--- src/rtl/kaac_pkg.sv ---
// Package for the keypad alarm access controller.
// Transfer structs, state encodings and timing constants; no dependencies.
`timescale 1ns / 1ps

package kaac_pkg;

  // Input item: one event.
  typedef struct packed {
    logic [2:0] action;
    logic [3:0] key_value;
  } in_item_t;

  // Result item, one per event.
  typedef struct packed {
    logic [1:0] mode_now;
    logic [1:0] lamp_mode;
    logic [9:0] flash_interval_ms;
    logic       sound_on;
    logic       alarm_raise;
    logic       countdown_start;
    logic [1:0] sound_timer_cmd;
    logic [9:0] sound_timer_ms;
    logic       prompt_update;
    logic [2:0] prompt_digits;
    logic       granted_message;
    logic       leave_accepted;
  } out_item_t;

  typedef enum logic [1:0] {
    MODE_IDLE    = 2'd0,
    MODE_CODE    = 2'd1,
    MODE_ALARM   = 2'd2,
    MODE_GRANTED = 2'd3
  } mode_t;

  typedef enum logic [2:0] {
    PH_IGNORE   = 3'd0,
    PH_INPUT    = 3'd1,
    PH_KEYBEEP  = 3'd2,
    PH_CODEBEEP = 3'd3,
    PH_ERRBEEP  = 3'd4
  } phase_t;

  typedef enum logic [1:0] {
    LAMP_OFF    = 2'd0,
    LAMP_FLASH  = 2'd1,
    LAMP_STEADY = 2'd2
  } lamp_t;

  // Event codes
  localparam logic [2:0] ACT_ENTER  = 3'd0;
  localparam logic [2:0] ACT_LEAVE  = 3'd1;
  localparam logic [2:0] ACT_EXPIRE = 3'd2;
  localparam logic [2:0] ACT_KEY    = 3'd3;
  localparam logic [2:0] ACT_SOUND  = 3'd4;

  // Sound timer commands
  localparam logic [1:0] SND_NONE     = 2'd0;
  localparam logic [1:0] SND_ONESHOT  = 2'd1;
  localparam logic [1:0] SND_PERIODIC = 2'd2;
  localparam logic [1:0] SND_STOP     = 2'd3;

  // Timing, milliseconds
  localparam logic [9:0] FLASH_START_MS = 10'd1000;
  localparam logic [9:0] FLASH_STEP_MS  = 10'd250;
  localparam logic [9:0] FLASH_ALARM_MS = 10'd200;
  localparam logic [9:0] BEEP_KEY_MS    = 10'd300;
  localparam logic [9:0] BEEP_CODE_MS   = 10'd1000;
  localparam logic [9:0] BEEP_ERR_MS    = 10'd200;

  localparam logic [1:0] MAX_EXPIRY     = 2'd3;
  localparam logic [2:0] ERR_BEEP_STEPS = 3'd5;

  // Code digit storage
  localparam int         MAX_DIGITS  = 4;
  localparam int         DIG_IDX_W   = 2;
  localparam logic [15:0] CODE_RESET = 16'h4321;

  // Configuration register map (word index)
  localparam logic REG_ACCESS_CODE = 1'b0;

endpackage

--- src/rtl/keypad_alarm_access_controller.sv ---
// Keypad alarm access controller: each event (enter, leave, countdown expiry,
// key press, sound timer expiry) is captured in an input register, applied to
// the controller state and yields exactly one result in the output register.
// One event per cycle is sustained while the consumer takes each result; the
// core stalls while a result waits unread. The access code register sits
// at byte address 0 of the APB port. Depends on kaac_pkg, kaac_core, kaac_out_reg.
`timescale 1ns / 1ps

module keypad_alarm_access_controller #(
  parameter int CODE_LENGTH = 4
) (
  input  logic                clk,
  input  logic                rst,
  input  logic                in_valid,
  output logic                in_ready,
  input  kaac_pkg::in_item_t  in_data,
  output logic                out_valid,
  input  logic                out_ready,
  output kaac_pkg::out_item_t out_data,
  input  logic                psel,
  input  logic                penable,
  input  logic                pwrite,
  input  logic [2:0]          paddr,
  input  logic [31:0]         pwdata,
  output logic [31:0]         prdata,
  output logic                pready
);
  import kaac_pkg::*;

  logic        in_q_valid;
  in_item_t    in_q_data;
  logic [15:0] access_code;
  logic        res_space;
  logic        step;
  out_item_t   result;

  assign step     = in_q_valid && res_space;
  assign in_ready = !in_q_valid || step;

  always_ff @(posedge clk) begin
    if (rst) begin
      in_q_valid <= 1'b0;
    end else if (in_ready) begin
      in_q_valid <= in_valid;
    end
  end

  always_ff @(posedge clk) begin
    if (in_ready && in_valid) begin
      in_q_data <= in_data;
    end
  end

  // Config port; byte offset bits are ignored.
  assign pready = 1'b1;
  assign prdata = (paddr[2] == REG_ACCESS_CODE) ? {16'd0, access_code} : 32'd0;

  always_ff @(posedge clk) begin
    if (rst) begin
      access_code <= CODE_RESET;
    end else if (psel && penable && pwrite && (paddr[2] == REG_ACCESS_CODE)) begin
      access_code <= pwdata[15:0];
    end
  end

  kaac_core #(
    .CODE_LENGTH(CODE_LENGTH)
  ) u_core (
    .clk         (clk),
    .rst         (rst),
    .step        (step),
    .item        (in_q_data),
    .access_code (access_code),
    .result      (result)
  );

  kaac_out_reg u_out (
    .clk       (clk),
    .rst       (rst),
    .load      (step),
    .load_data (result),
    .space     (res_space),
    .out_valid (out_valid),
    .out_ready (out_ready),
    .out_data  (out_data)
  );

`ifndef NO_ASSERTIONS
  a_step_gives_result: assert property (@(posedge clk) disable iff (rst)
    step |=> out_valid)
    else $error("state update without a result");

  a_alarm_mode: assert property (@(posedge clk) disable iff (rst)
    (out_valid && out_data.alarm_raise) |-> (out_data.mode_now == 2'(MODE_ALARM)))
    else $error("alarm raised outside alarm mode");

  a_granted_lamp: assert property (@(posedge clk) disable iff (rst)
    (out_valid && out_data.granted_message) |->
      ((out_data.mode_now == 2'(MODE_GRANTED)) && (out_data.lamp_mode == 2'(LAMP_STEADY))))
    else $error("grant without granted mode and steady lamp");

  a_leave_idle: assert property (@(posedge clk) disable iff (rst)
    (out_valid && out_data.leave_accepted) |->
      ((out_data.mode_now == 2'(MODE_IDLE)) && (out_data.lamp_mode == 2'(LAMP_OFF))))
    else $error("leave accepted without returning to idle");
`endif

endmodule

--- src/rtl/kaac_core.sv ---
// Controller state and single-pass event update for the keypad alarm block.
// Depends on kaac_pkg.
`timescale 1ns / 1ps

module kaac_core #(
  parameter int CODE_LENGTH = 4
) (
  input  logic               clk,
  input  logic               rst,
  input  logic               step,
  input  kaac_pkg::in_item_t item,
  input  logic [15:0]        access_code,
  output kaac_pkg::out_item_t result
);
  import kaac_pkg::*;

  localparam logic [2:0] CODE_LEN = 3'(CODE_LENGTH);

  mode_t      mode, mode_next;
  phase_t     phase, phase_next;
  lamp_t      lamp, lamp_next;
  logic [1:0] expiry_count, expiry_count_next;
  logic [2:0] phase_count, phase_count_next;
  logic [9:0] flash_period, flash_period_next;
  logic       sound, sound_next;
  logic [3:0] digits [MAX_DIGITS];

  logic       key_ok;
  logic [2:0] pc_inc;
  logic       code_done;
  logic       match;
  logic [9:0] flash_dec;

  assign key_ok    = (item.action == ACT_KEY) && (phase == PH_INPUT);
  assign pc_inc    = phase_count + 3'd1;
  assign code_done = (pc_inc >= CODE_LEN);
  assign flash_dec = (flash_period >= FLASH_STEP_MS) ? flash_period - FLASH_STEP_MS : 10'd0;

  // Compare with the new key already in place.
  always_comb begin
    logic [3:0] d;
    match = 1'b1;
    for (int i = 0; i < MAX_DIGITS; i++) begin
      d = (phase_count[DIG_IDX_W-1:0] == DIG_IDX_W'(i)) ? item.key_value : digits[i];
      if ((i < CODE_LENGTH) && (d != access_code[4*i +: 4])) begin
        match = 1'b0;
      end
    end
  end

  // Next state
  always_comb begin
    mode_next         = mode;
    phase_next        = phase;
    lamp_next         = lamp;
    expiry_count_next = expiry_count;
    phase_count_next  = phase_count;
    flash_period_next = flash_period;
    sound_next        = sound;
    unique case (item.action)
      ACT_ENTER: begin
        if (mode == MODE_IDLE) begin
          expiry_count_next = 2'd0;
          mode_next         = MODE_CODE;
          flash_period_next = FLASH_START_MS;
          lamp_next         = LAMP_FLASH;
          phase_next        = PH_INPUT;
          phase_count_next  = 3'd0;
        end
      end
      ACT_LEAVE: begin
        if (mode == MODE_GRANTED) begin
          mode_next = MODE_IDLE;
          lamp_next = LAMP_OFF;
        end
      end
      ACT_EXPIRE: begin
        if (mode == MODE_CODE) begin
          if (expiry_count < MAX_EXPIRY) begin
            expiry_count_next = expiry_count + 2'd1;
            flash_period_next = flash_dec;
          end else begin
            mode_next         = MODE_ALARM;
            flash_period_next = FLASH_ALARM_MS;
          end
        end
      end
      ACT_KEY: begin
        if (key_ok) begin
          phase_count_next = pc_inc;
          sound_next       = 1'b1;
          if (code_done && match) begin
            mode_next  = MODE_GRANTED;
            lamp_next  = LAMP_STEADY;
            phase_next = PH_CODEBEEP;
          end else if (code_done) begin
            phase_next       = PH_ERRBEEP;
            phase_count_next = 3'd0;
          end else begin
            phase_next = PH_KEYBEEP;
          end
        end
      end
      ACT_SOUND: begin
        if (phase == PH_ERRBEEP) begin
          phase_count_next = pc_inc;
          sound_next       = ~pc_inc[0];
          if (pc_inc == ERR_BEEP_STEPS) begin
            phase_next       = PH_INPUT;
            phase_count_next = 3'd0;
          end
        end else if (phase == PH_KEYBEEP) begin
          sound_next = 1'b0;
          phase_next = PH_INPUT;
        end else if (phase == PH_CODEBEEP) begin
          sound_next = 1'b0;
          phase_next = PH_IGNORE;
        end
      end
      default: begin
      end
    endcase
  end

  // Result: levels after the update plus this event's pulses
  always_comb begin
    result                   = '0;
    result.mode_now          = mode_next;
    result.lamp_mode         = lamp_next;
    result.flash_interval_ms = flash_period_next;
    result.sound_on          = sound_next;
    unique case (item.action)
      ACT_ENTER: begin
        if (mode == MODE_IDLE) begin
          result.countdown_start = 1'b1;
          result.prompt_update   = 1'b1;
        end
      end
      ACT_LEAVE: begin
        result.leave_accepted = (mode == MODE_GRANTED);
      end
      ACT_EXPIRE: begin
        if (mode == MODE_CODE) begin
          result.countdown_start = (expiry_count < MAX_EXPIRY);
          result.alarm_raise     = (expiry_count >= MAX_EXPIRY);
        end
      end
      ACT_KEY: begin
        if (key_ok) begin
          if (code_done && match) begin
            result.granted_message = 1'b1;
            result.sound_timer_cmd = SND_ONESHOT;
            result.sound_timer_ms  = BEEP_CODE_MS;
          end else if (code_done) begin
            result.prompt_update   = 1'b1;
            result.sound_timer_cmd = SND_PERIODIC;
            result.sound_timer_ms  = BEEP_ERR_MS;
          end else begin
            result.prompt_update   = 1'b1;
            result.prompt_digits   = pc_inc;
            result.sound_timer_cmd = SND_ONESHOT;
            result.sound_timer_ms  = BEEP_KEY_MS;
          end
        end
      end
      ACT_SOUND: begin
        if ((phase == PH_ERRBEEP) && (pc_inc == ERR_BEEP_STEPS)) begin
          result.sound_timer_cmd = SND_STOP;
        end
      end
      default: begin
      end
    endcase
  end

  always_ff @(posedge clk) begin
    if (rst) begin
      mode         <= MODE_IDLE;
      phase        <= PH_IGNORE;
      lamp         <= LAMP_OFF;
      expiry_count <= 2'd0;
      phase_count  <= 3'd0;
      flash_period <= FLASH_START_MS;
      sound        <= 1'b0;
    end else if (step) begin
      mode         <= mode_next;
      phase        <= phase_next;
      lamp         <= lamp_next;
      expiry_count <= expiry_count_next;
      phase_count  <= phase_count_next;
      flash_period <= flash_period_next;
      sound        <= sound_next;
    end
  end

  // Digit store has no reset; only written entries are compared.
  always_ff @(posedge clk) begin
    if (step && key_ok) begin
      digits[phase_count[DIG_IDX_W-1:0]] <= item.key_value;
    end
  end

endmodule

--- src/rtl/kaac_out_reg.sv ---
// Result register with valid/ready toward the consumer.
// Depends on kaac_pkg.
`timescale 1ns / 1ps

module kaac_out_reg (
  input  logic                clk,
  input  logic                rst,
  input  logic                load,
  input  kaac_pkg::out_item_t load_data,
  output logic                space,
  output logic                out_valid,
  input  logic                out_ready,
  output kaac_pkg::out_item_t out_data
);
  import kaac_pkg::*;

  logic      valid;
  out_item_t data;

  // Accepts a new result in the same cycle the held one is transferred.
  assign space     = !valid || out_ready;
  assign out_valid = valid;
  assign out_data  = data;

  always_ff @(posedge clk) begin
    if (rst) begin
      valid <= 1'b0;
    end else if (space) begin
      valid <= load;
    end
  end

  always_ff @(posedge clk) begin
    if (space && load) begin
      data <= load_data;
    end
  end

endmodule

--- config.mk ---
export PLATFORM = sky130hd
export DESIGN_NAME = keypad_alarm_access_controller
export DESIGN_NICKNAME = d
export VERILOG_FILES = /design/src/rtl/kaac_pkg.sv /design/src/rtl/keypad_alarm_access_controller.sv /design/src/rtl/kaac_core.sv /design/src/rtl/kaac_out_reg.sv
export SDC_FILE = /design/constraint.sdc
export NUM_CORES = 1
export LEC_CHECK = 0
export BUFFER_PORTS_ARGS = -buffer_cell sky130_fd_sc_hd__buf_4
export CORE_ASPECT_RATIO = 1.4
export CORE_MARGIN = 2
export CORE_UTILIZATION = 30
export DETAILED_ROUTE_END_ITERATION = 8
export SETUP_SLACK_MARGIN = 0.5
export SYNTH_ARGS = -nofsm -noshare
export SYNTH_HDL_FRONTEND = slang
export SYNTH_SLANG_ARGS = --single-unit
--- constraint.sdc ---
create_clock -name clk -period 3.5 [get_ports clk]
set_clock_uncertainty 0.15 [all_clocks]
set_input_delay 0.525 -clock clk [delete_from_list [all_inputs] [get_ports clk]]
set_output_delay 0.525 -clock clk [all_outputs]
set_load 0.02 [all_outputs]
* Word level (Yosys, flattened, before mapping)
Memory sizes are Yosys's and may differ from the RTL's.
Index checks and enable logic that the tools add are counted.
** Storage, ports and cells
- Memories :: 1
- Memory bits (writable) :: 16
- Flip-flop bits (word level) :: 83
- Output and inout bits :: 70
- Bits of input ports :: 49
- Word-level logic and storage cells :: 151
** Operators by class
- Magnitude comparators :: 4
- Add/sub/neg operators :: 3
- Bitwise gates (word level) :: 4
- Reduce and logical (&&, ||, !) cells :: 25
- Equality and inequality tests :: 25
- Multiplexer cells :: 64
** Memories
- u_core.digits :: depth 4, width 4, rd ports 4, clocked after Yosys merged registers in 0, write ports 1, line kaac_core.sv:26 : logic [3:0] digits [MAX_DIGITS];
** Operators with widths (count)
- 3-bit two-way mux :: 14
- 10-bit two-way mux :: 4
- 2-bit two-way mux :: 14
- 4-bit two-way mux :: 5
- 10-bit one-hot mux with 2 select lines :: 1
- 3-bit one-hot mux with 3 select lines :: 2
- 17-bit two-way mux :: 1
- 16-bit two-way mux :: 1
- 4-bit != test :: 4
- 1-bit two-way mux :: 13
- 13-bit two-way mux :: 1
- 3-bit by 2-bit == test with 1-bit output, second input constant :: 4
- 12-bit two-way mux :: 1
- 10-bit by 8-bit >= comparator with 1-bit output, second input constant :: 1
- 1-bit logical AND :: 10
- 2-bit by 1-bit != test with 1-bit output, second input constant :: 5
- 5-bit AND reduction :: 2
- 10-bit by 8-bit subtractor with 10-bit output, second input constant :: 1
- 3-bit == test, second input constant :: 3
- 2-bit one-hot mux with 2 select lines :: 2
- 2-bit one-hot mux with 4 select lines :: 1
- 2-bit == test, second input constant :: 3
- 3-bit by 1-bit == test with 1-bit output, second input constant :: 2
- 1-bit one-hot mux with 2 select lines :: 3
- other kinds (19) :: 27

* Depth between registers and ports, before layout
- Depth in word-level cells :: 11
- Gate-level depth with buffers :: 9
- Mapped depth without buffers :: 7

* Hierarchy
From an unflattened synthesis, not the netlist that was laid out.
** Unflattened totals
- Cells, all modules :: 502
- Area total of the unflattened synthesis :: 5195.0 µm²
** Modules (own cells, without submodules)
- kaac_core :: times used 1, area each 2869.0 µm², cells each 343, sequential area each 940.9 µm²
- keypad_alarm_access_controller :: times used 1, area each 1219.9 µm², cells each 119, sequential area each 550.5 µm²
- kaac_out_reg :: times used 1, area each 1106.1 µm², cells each 40, sequential area each 1071.0 µm²

* Worst setup path before layout
Ideal clock, no wire load.
- Path kind :: input to register
- Start :: input out_ready
- End :: memory u_core.digits[0][0], enable pin
- Library setup time :: 0.311 ns
- Path buffers :: 1
- Slack :: 0.607 ns
- Arrival :: 2.432 ns
- Stages on the path :: 5
- Data required time :: 3.039 ns
- Cell sequence :: nand2b_1 > nand2_1 > inv_1 > clkbuf_1 > and3_1
** On the way
- Cells in the longest elaborated chain, start to end :: 5
** RTL lines
- start, declared :: line keypad_alarm_access_controller.sv:18 : input logic out_ready,
- 1-bit logical OR :: line kaac_out_reg.sv:21 : assign space = !valid || out_ready;
- 1-bit logical AND :: line keypad_alarm_access_controller.sv:37 : assign step = in_q_valid && res_space;
- net step :: line keypad_alarm_access_controller.sv:34 : logic step;
- 1-bit logical AND :: line kaac_core.sv:198 : if (step && key_ok) begin
- 1-bit two-way mux :: line kaac_core.sv:198
- 1-bit two-way mux (not written as such) :: line kaac_core.sv:199 : digits[phase_count[DIG_IDX_W-1:0]] <= item.key_value;
- end, declared :: line kaac_core.sv:26
The timed path passes the listed nets, and every way through them passes these cells.

* Worst setup path in the final report
- Start :: register u_core.phase_count[0]
- End :: register u_core.phase[1]
** On the way
- Cells in the longest elaborated chain, start to end :: 11
- Elaborated cells between the ends (all ways) :: 26
- Classes of those cells :: add/sub (1); order compare (1); eq/ne (9); mux (12); reduce/logical (3)
** RTL lines
- start, declared :: line kaac_core.sv:23 : logic [2:0] phase_count, phase_count_next;
- start signal, assigned :: line kaac_core.sv:190 : phase_count <= phase_count_next;
- 2-bit zero test :: line kaac_core.sv:44 : d = (phase_count[DIG_IDX_W-1:0] == DIG_IDX_W'(i)) ? item.key_value : digits[i];
- 4-bit two-way mux :: line kaac_core.sv:44
- 4-bit != test :: line kaac_core.sv:45 : if ((i < CODE_LENGTH) && (d != access_code[4*i +: 4])) begin
- 1-bit two-way mux (4 in a row) :: line kaac_core.sv:45
- 1-bit logical AND :: line kaac_core.sv:92 : if (code_done && match) begin
- 3-bit two-way mux :: line kaac_core.sv:92
- 3-bit two-way mux :: line kaac_core.sv:89 : if (key_ok) begin
- 3-bit one-hot mux with 3 select lines :: line kaac_core.sv:60 : unique case (item.action)
- end signal, assigned :: line kaac_core.sv:187 : phase <= phase_next;
- end, declared :: line kaac_core.sv:20 : phase_t phase, phase_next;
Parallel ways exist; a longest one is shown, timed or not. The select of a mux whose other input is x is not followed.
A chain may end at the register's enable or synchronous reset.

==> impl_metrics.ini <==
[yosys]
synthesis.yosys.warnings = 0
dominantRegCellSynth = edfxtp_1
ys_async_sr_fraction = 0
synth_area_leaders = edfxtp_1 32%, dfxtp_1 17%, nand2_1 4.1%
synth-edff-count = 52
synthesis.area_per_instance_sq_um = 9.67
yosys.cell_types.count = 70
mappedNetlistArea_sq_um = 4910
synth-seq-cells = 93
synth_cells = 508
post-synth-top-area-fraction = 0.318
synth.largest_area_cell = edfxtp_1
synth-seq-area-share = 0.485

[final_layout]
nets = 628
layout-drive-gt1-share = 0.192
area.growth.synth_to_final_pct = 20.1
most_common_cell_after_layout_fill_and_taps_aside = buf_4
most_frequent_cells_in_the_layout = 85 x buf_4, 54 x nand2_1, 52 x edfxtp_1
finalNonFillerCells = 776
n_antenna_cell = 0
seq_area_sq_um = 2380
final.fill_count = 1621
multi_input_comb_area_sq_um = 2250

[floorplan]
initial_core_util = 0.305
floorplan.io_pins = 119
std_cell_rows = 55
dieWidth_um = 112
floorplan.die_area_sq_um = 17400
die_h_um = 155
core_area_sq_um = 16100

[worst_setup_path]
critical_path.slowest_cell = dfxtp_1
criticalPathCategory = flip-flop to flip-flop
start_kind = flip-flop
crit_required_ns = 3.60
reg2reg_setup_slack_ns = 0.71
crit_chain = ha_1 -> mux2i_1 -> xnor2_1 -> nor4_1 -> nand4_1 -> buf_4 -> a311oi_1
timing.critical_path.arrival_ns = 2.88
critPathMaxStageDelay_ns = 0.47
worstSetupEndpointType = flip-flop
critical_path_peak_fanout = 12
r2r.worst_path.cells = 7
crit_reg_reg_startpoint = u_core.phase_count[0]$_SDFFE_PP0P_
timing.rr.end = u_core.phase[1]$_SDFFE_PP0P_

[worst_hold_path]
worst_hold_path.endpoint = in_q_data[2]$_DFFE_PP_
hold_path_class = input port to flip-flop
hold_path.startpoint = in_data[2]
min_path_cells = 1

[route]
postRouteAntennaNets = 0
viasPerCell = 5.04
vias = 3914
drt_pass1_iterations = 4
drtIter0Drc = 169
drc_markers = 0
postRouteWirelength_um = 11900
wire_per_inst_um = 15.3

[timing]
post-route-min-period_ns = 2.79
finalHoldViolCount = 0
slew_headroom = 0.548
finalSetupViolations = 0
final_min_period_over_clock_period = 0.796
grt_setup_unrepaired = false
tightestPinTransition_ns = 0.679
sum_of_negative_setup_slack_ns = 0
timing.final.max_slew_violations = 0
max_clock_freq_ghz = 0.359

[global_route]
global_route_usage_over_all_layers = 0.136
global_route.overflow_total = 0
grt_antenna_before_repair = 0
grt_pass1_wl_um = 19300
grt_pass1_vias = 3846
grt_start_max_net_pins = 35

[cts]
cts_setup_buffers = 0
cts.root.buffer_cell = clkbuf_16
clk_transition_reported_paths_ns = 0.07
postCtsHoldBufs = 0
clk-insertion-delay-late_ns = 0.34
post_cts_resized = 0
cts_buffers = 9
cts_tree = done
htree_num_levels = 3
max-clock-path-buffers = 2
tritoncts_num_sinks = 93

[place]
dp_cells = 760
detailed_place_hpwl_um = 8820
io_buffers = 80
gp_congestion = 0.872

[pwr]
powerDensity_nw_per_um2 = 408
static-leakage-power_nw = 2.19
power.ir.vdd_worst_mv = 0.182

[job]
max_cap_viol_count = 0

[run_status]
status = complete, no violations
[synthesized netlist by cell type (2+ instances only)]
library cell  number
nand2_1           54
edfxtp_1          52
dfxtp_1           41
nor2_1            40
a21oi_1           32
buf_4             24
nor2b_1           24
o21ai_0           22
xnor2_1           18
clkbuf_1          16
mux2i_1           16
inv_1             15
nand3_1           14
nor3_1            10
nor4_1             9
o21ai_1            8
and3_1             7
buf_2              7
ha_1               7
nand2b_1           6
a211oi_1           4
a311oi_1           4
o21a_1             4
o21bai_1           4
o31a_1             4
and2_1             3
buf_1              3
nor3b_1            3
o31ai_1            3
a211o_1            2
a221o_1            2
a22oi_1            2
a2bb2oi_1          2
a31oi_1            2
a41oi_1            2
and4b_1            2
conb_1             2
nand4_1            2
o211ai_1           2
o221ai_1           2
o22ai_1            2
o32ai_1            2
[critical path: cells and delay by family (launching register included)]
family          cells  cell delay [ns]
compound gates      1             0.29
xor+xnor            1             0.08
fa+ha+maj           1             0.46
buf+inv             1             0.30
flops               1             0.47
mux                 1             0.27
simple gates        2             0.66
[registers in the layout (all words and copies together), names as in the netlist]
signal,flops
u_core.phase_count,3
u_out.out_valid,1
in_q_valid,1
access_code,16
u_core.lamp,2
u_core.sound,1
u_core.phase,3
u_core.expiry_count,2
in_q_data,7
u_out.out_data,29
u_core.flash_period,10
u_core.digits,16
u_core.mode,2
[logic make-up (layout without fill, tap and decap cells)]
group	count (synthesis)	count (layout)	share of synthesized area
adder cells (fa/ha/maj)	7	7	0.0178
flip-flops	93	93	0.485
XOR/XNOR	20	20	0.0372
AND/OR/NAND/NOR	186	186	0.192
AO/OA/AOI/OAI	116	116	0.158
multiplexers	17	17	0.0349
buffers and inverters	67	117	0.0731
other	2	21	0.00153
[power by group]
part	switching [mW]	total (mW)	internal, mW
clock network	0.403	0.978	0.574
registers	0.0302	1.21	1.18
logic	0.133	0.219	0.0860
[through the flow]
stage / util / worst slack [ns] / power, mW / cell area, sq um / hold slack [ns]
2_1_floorplan: - / 0.607 / 1.38 / 4980 / 0.266
3_3_place_gp: 0.347 / 0.789 / 1.45 / 5590 / 0.276
3_5_place_dp: 0.347 / 0.690 / 1.45 / 5590 / 0.285
4_1_cts: 0.366 / 0.654 / 2.43 / 5890 / 0.199
5_1_grt: 0.366 / 0.504 / 2.49 / 5900 / 0.201
6_report: 0.366 / 0.713 / 2.41 / 5900 / 0.211
[worst max path at each step]
stage                                                  start                             to
after floorplan                                    out_ready  u_core.digits[0][0]$_DFFE_PP_
after global placement    u_core.phase_count[0]$_SDFFE_PP0P_   u_core.phase[1]$_SDFFE_PP0P_
after detailed placement  u_core.phase_count[0]$_SDFFE_PP0P_   u_core.phase[1]$_SDFFE_PP0P_
after CTS                 u_core.phase_count[0]$_SDFFE_PP0P_   u_core.phase[1]$_SDFFE_PP0P_
after global routing      u_core.phase_count[0]$_SDFFE_PP0P_   u_core.phase[1]$_SDFFE_PP0P_
final                     u_core.phase_count[0]$_SDFFE_PP0P_   u_core.phase[1]$_SDFFE_PP0P_
[routing by layer]
layer / vias to the layer above / routed length (um) / track usage
li1: 1913 / - / -
met1: 1803 / 4790 / 0.158
met2: 172 / 5980 / 0.239
met3: 26 / 822 / 0.0319
met4: 0 / 291 / 0.0616
met5: - / 0 / 0
[area by class of cell]
class                      count  share of cell area
sequential                    93               0.404
multi-input combinational    367               0.382
timing repair buffer          86               0.112
tap                          199              0.0422
clock buffer                  11              0.0411
clock inverter                 5             0.00997
inverter                      15             0.00954
Power figures use the tool's default switching activity.
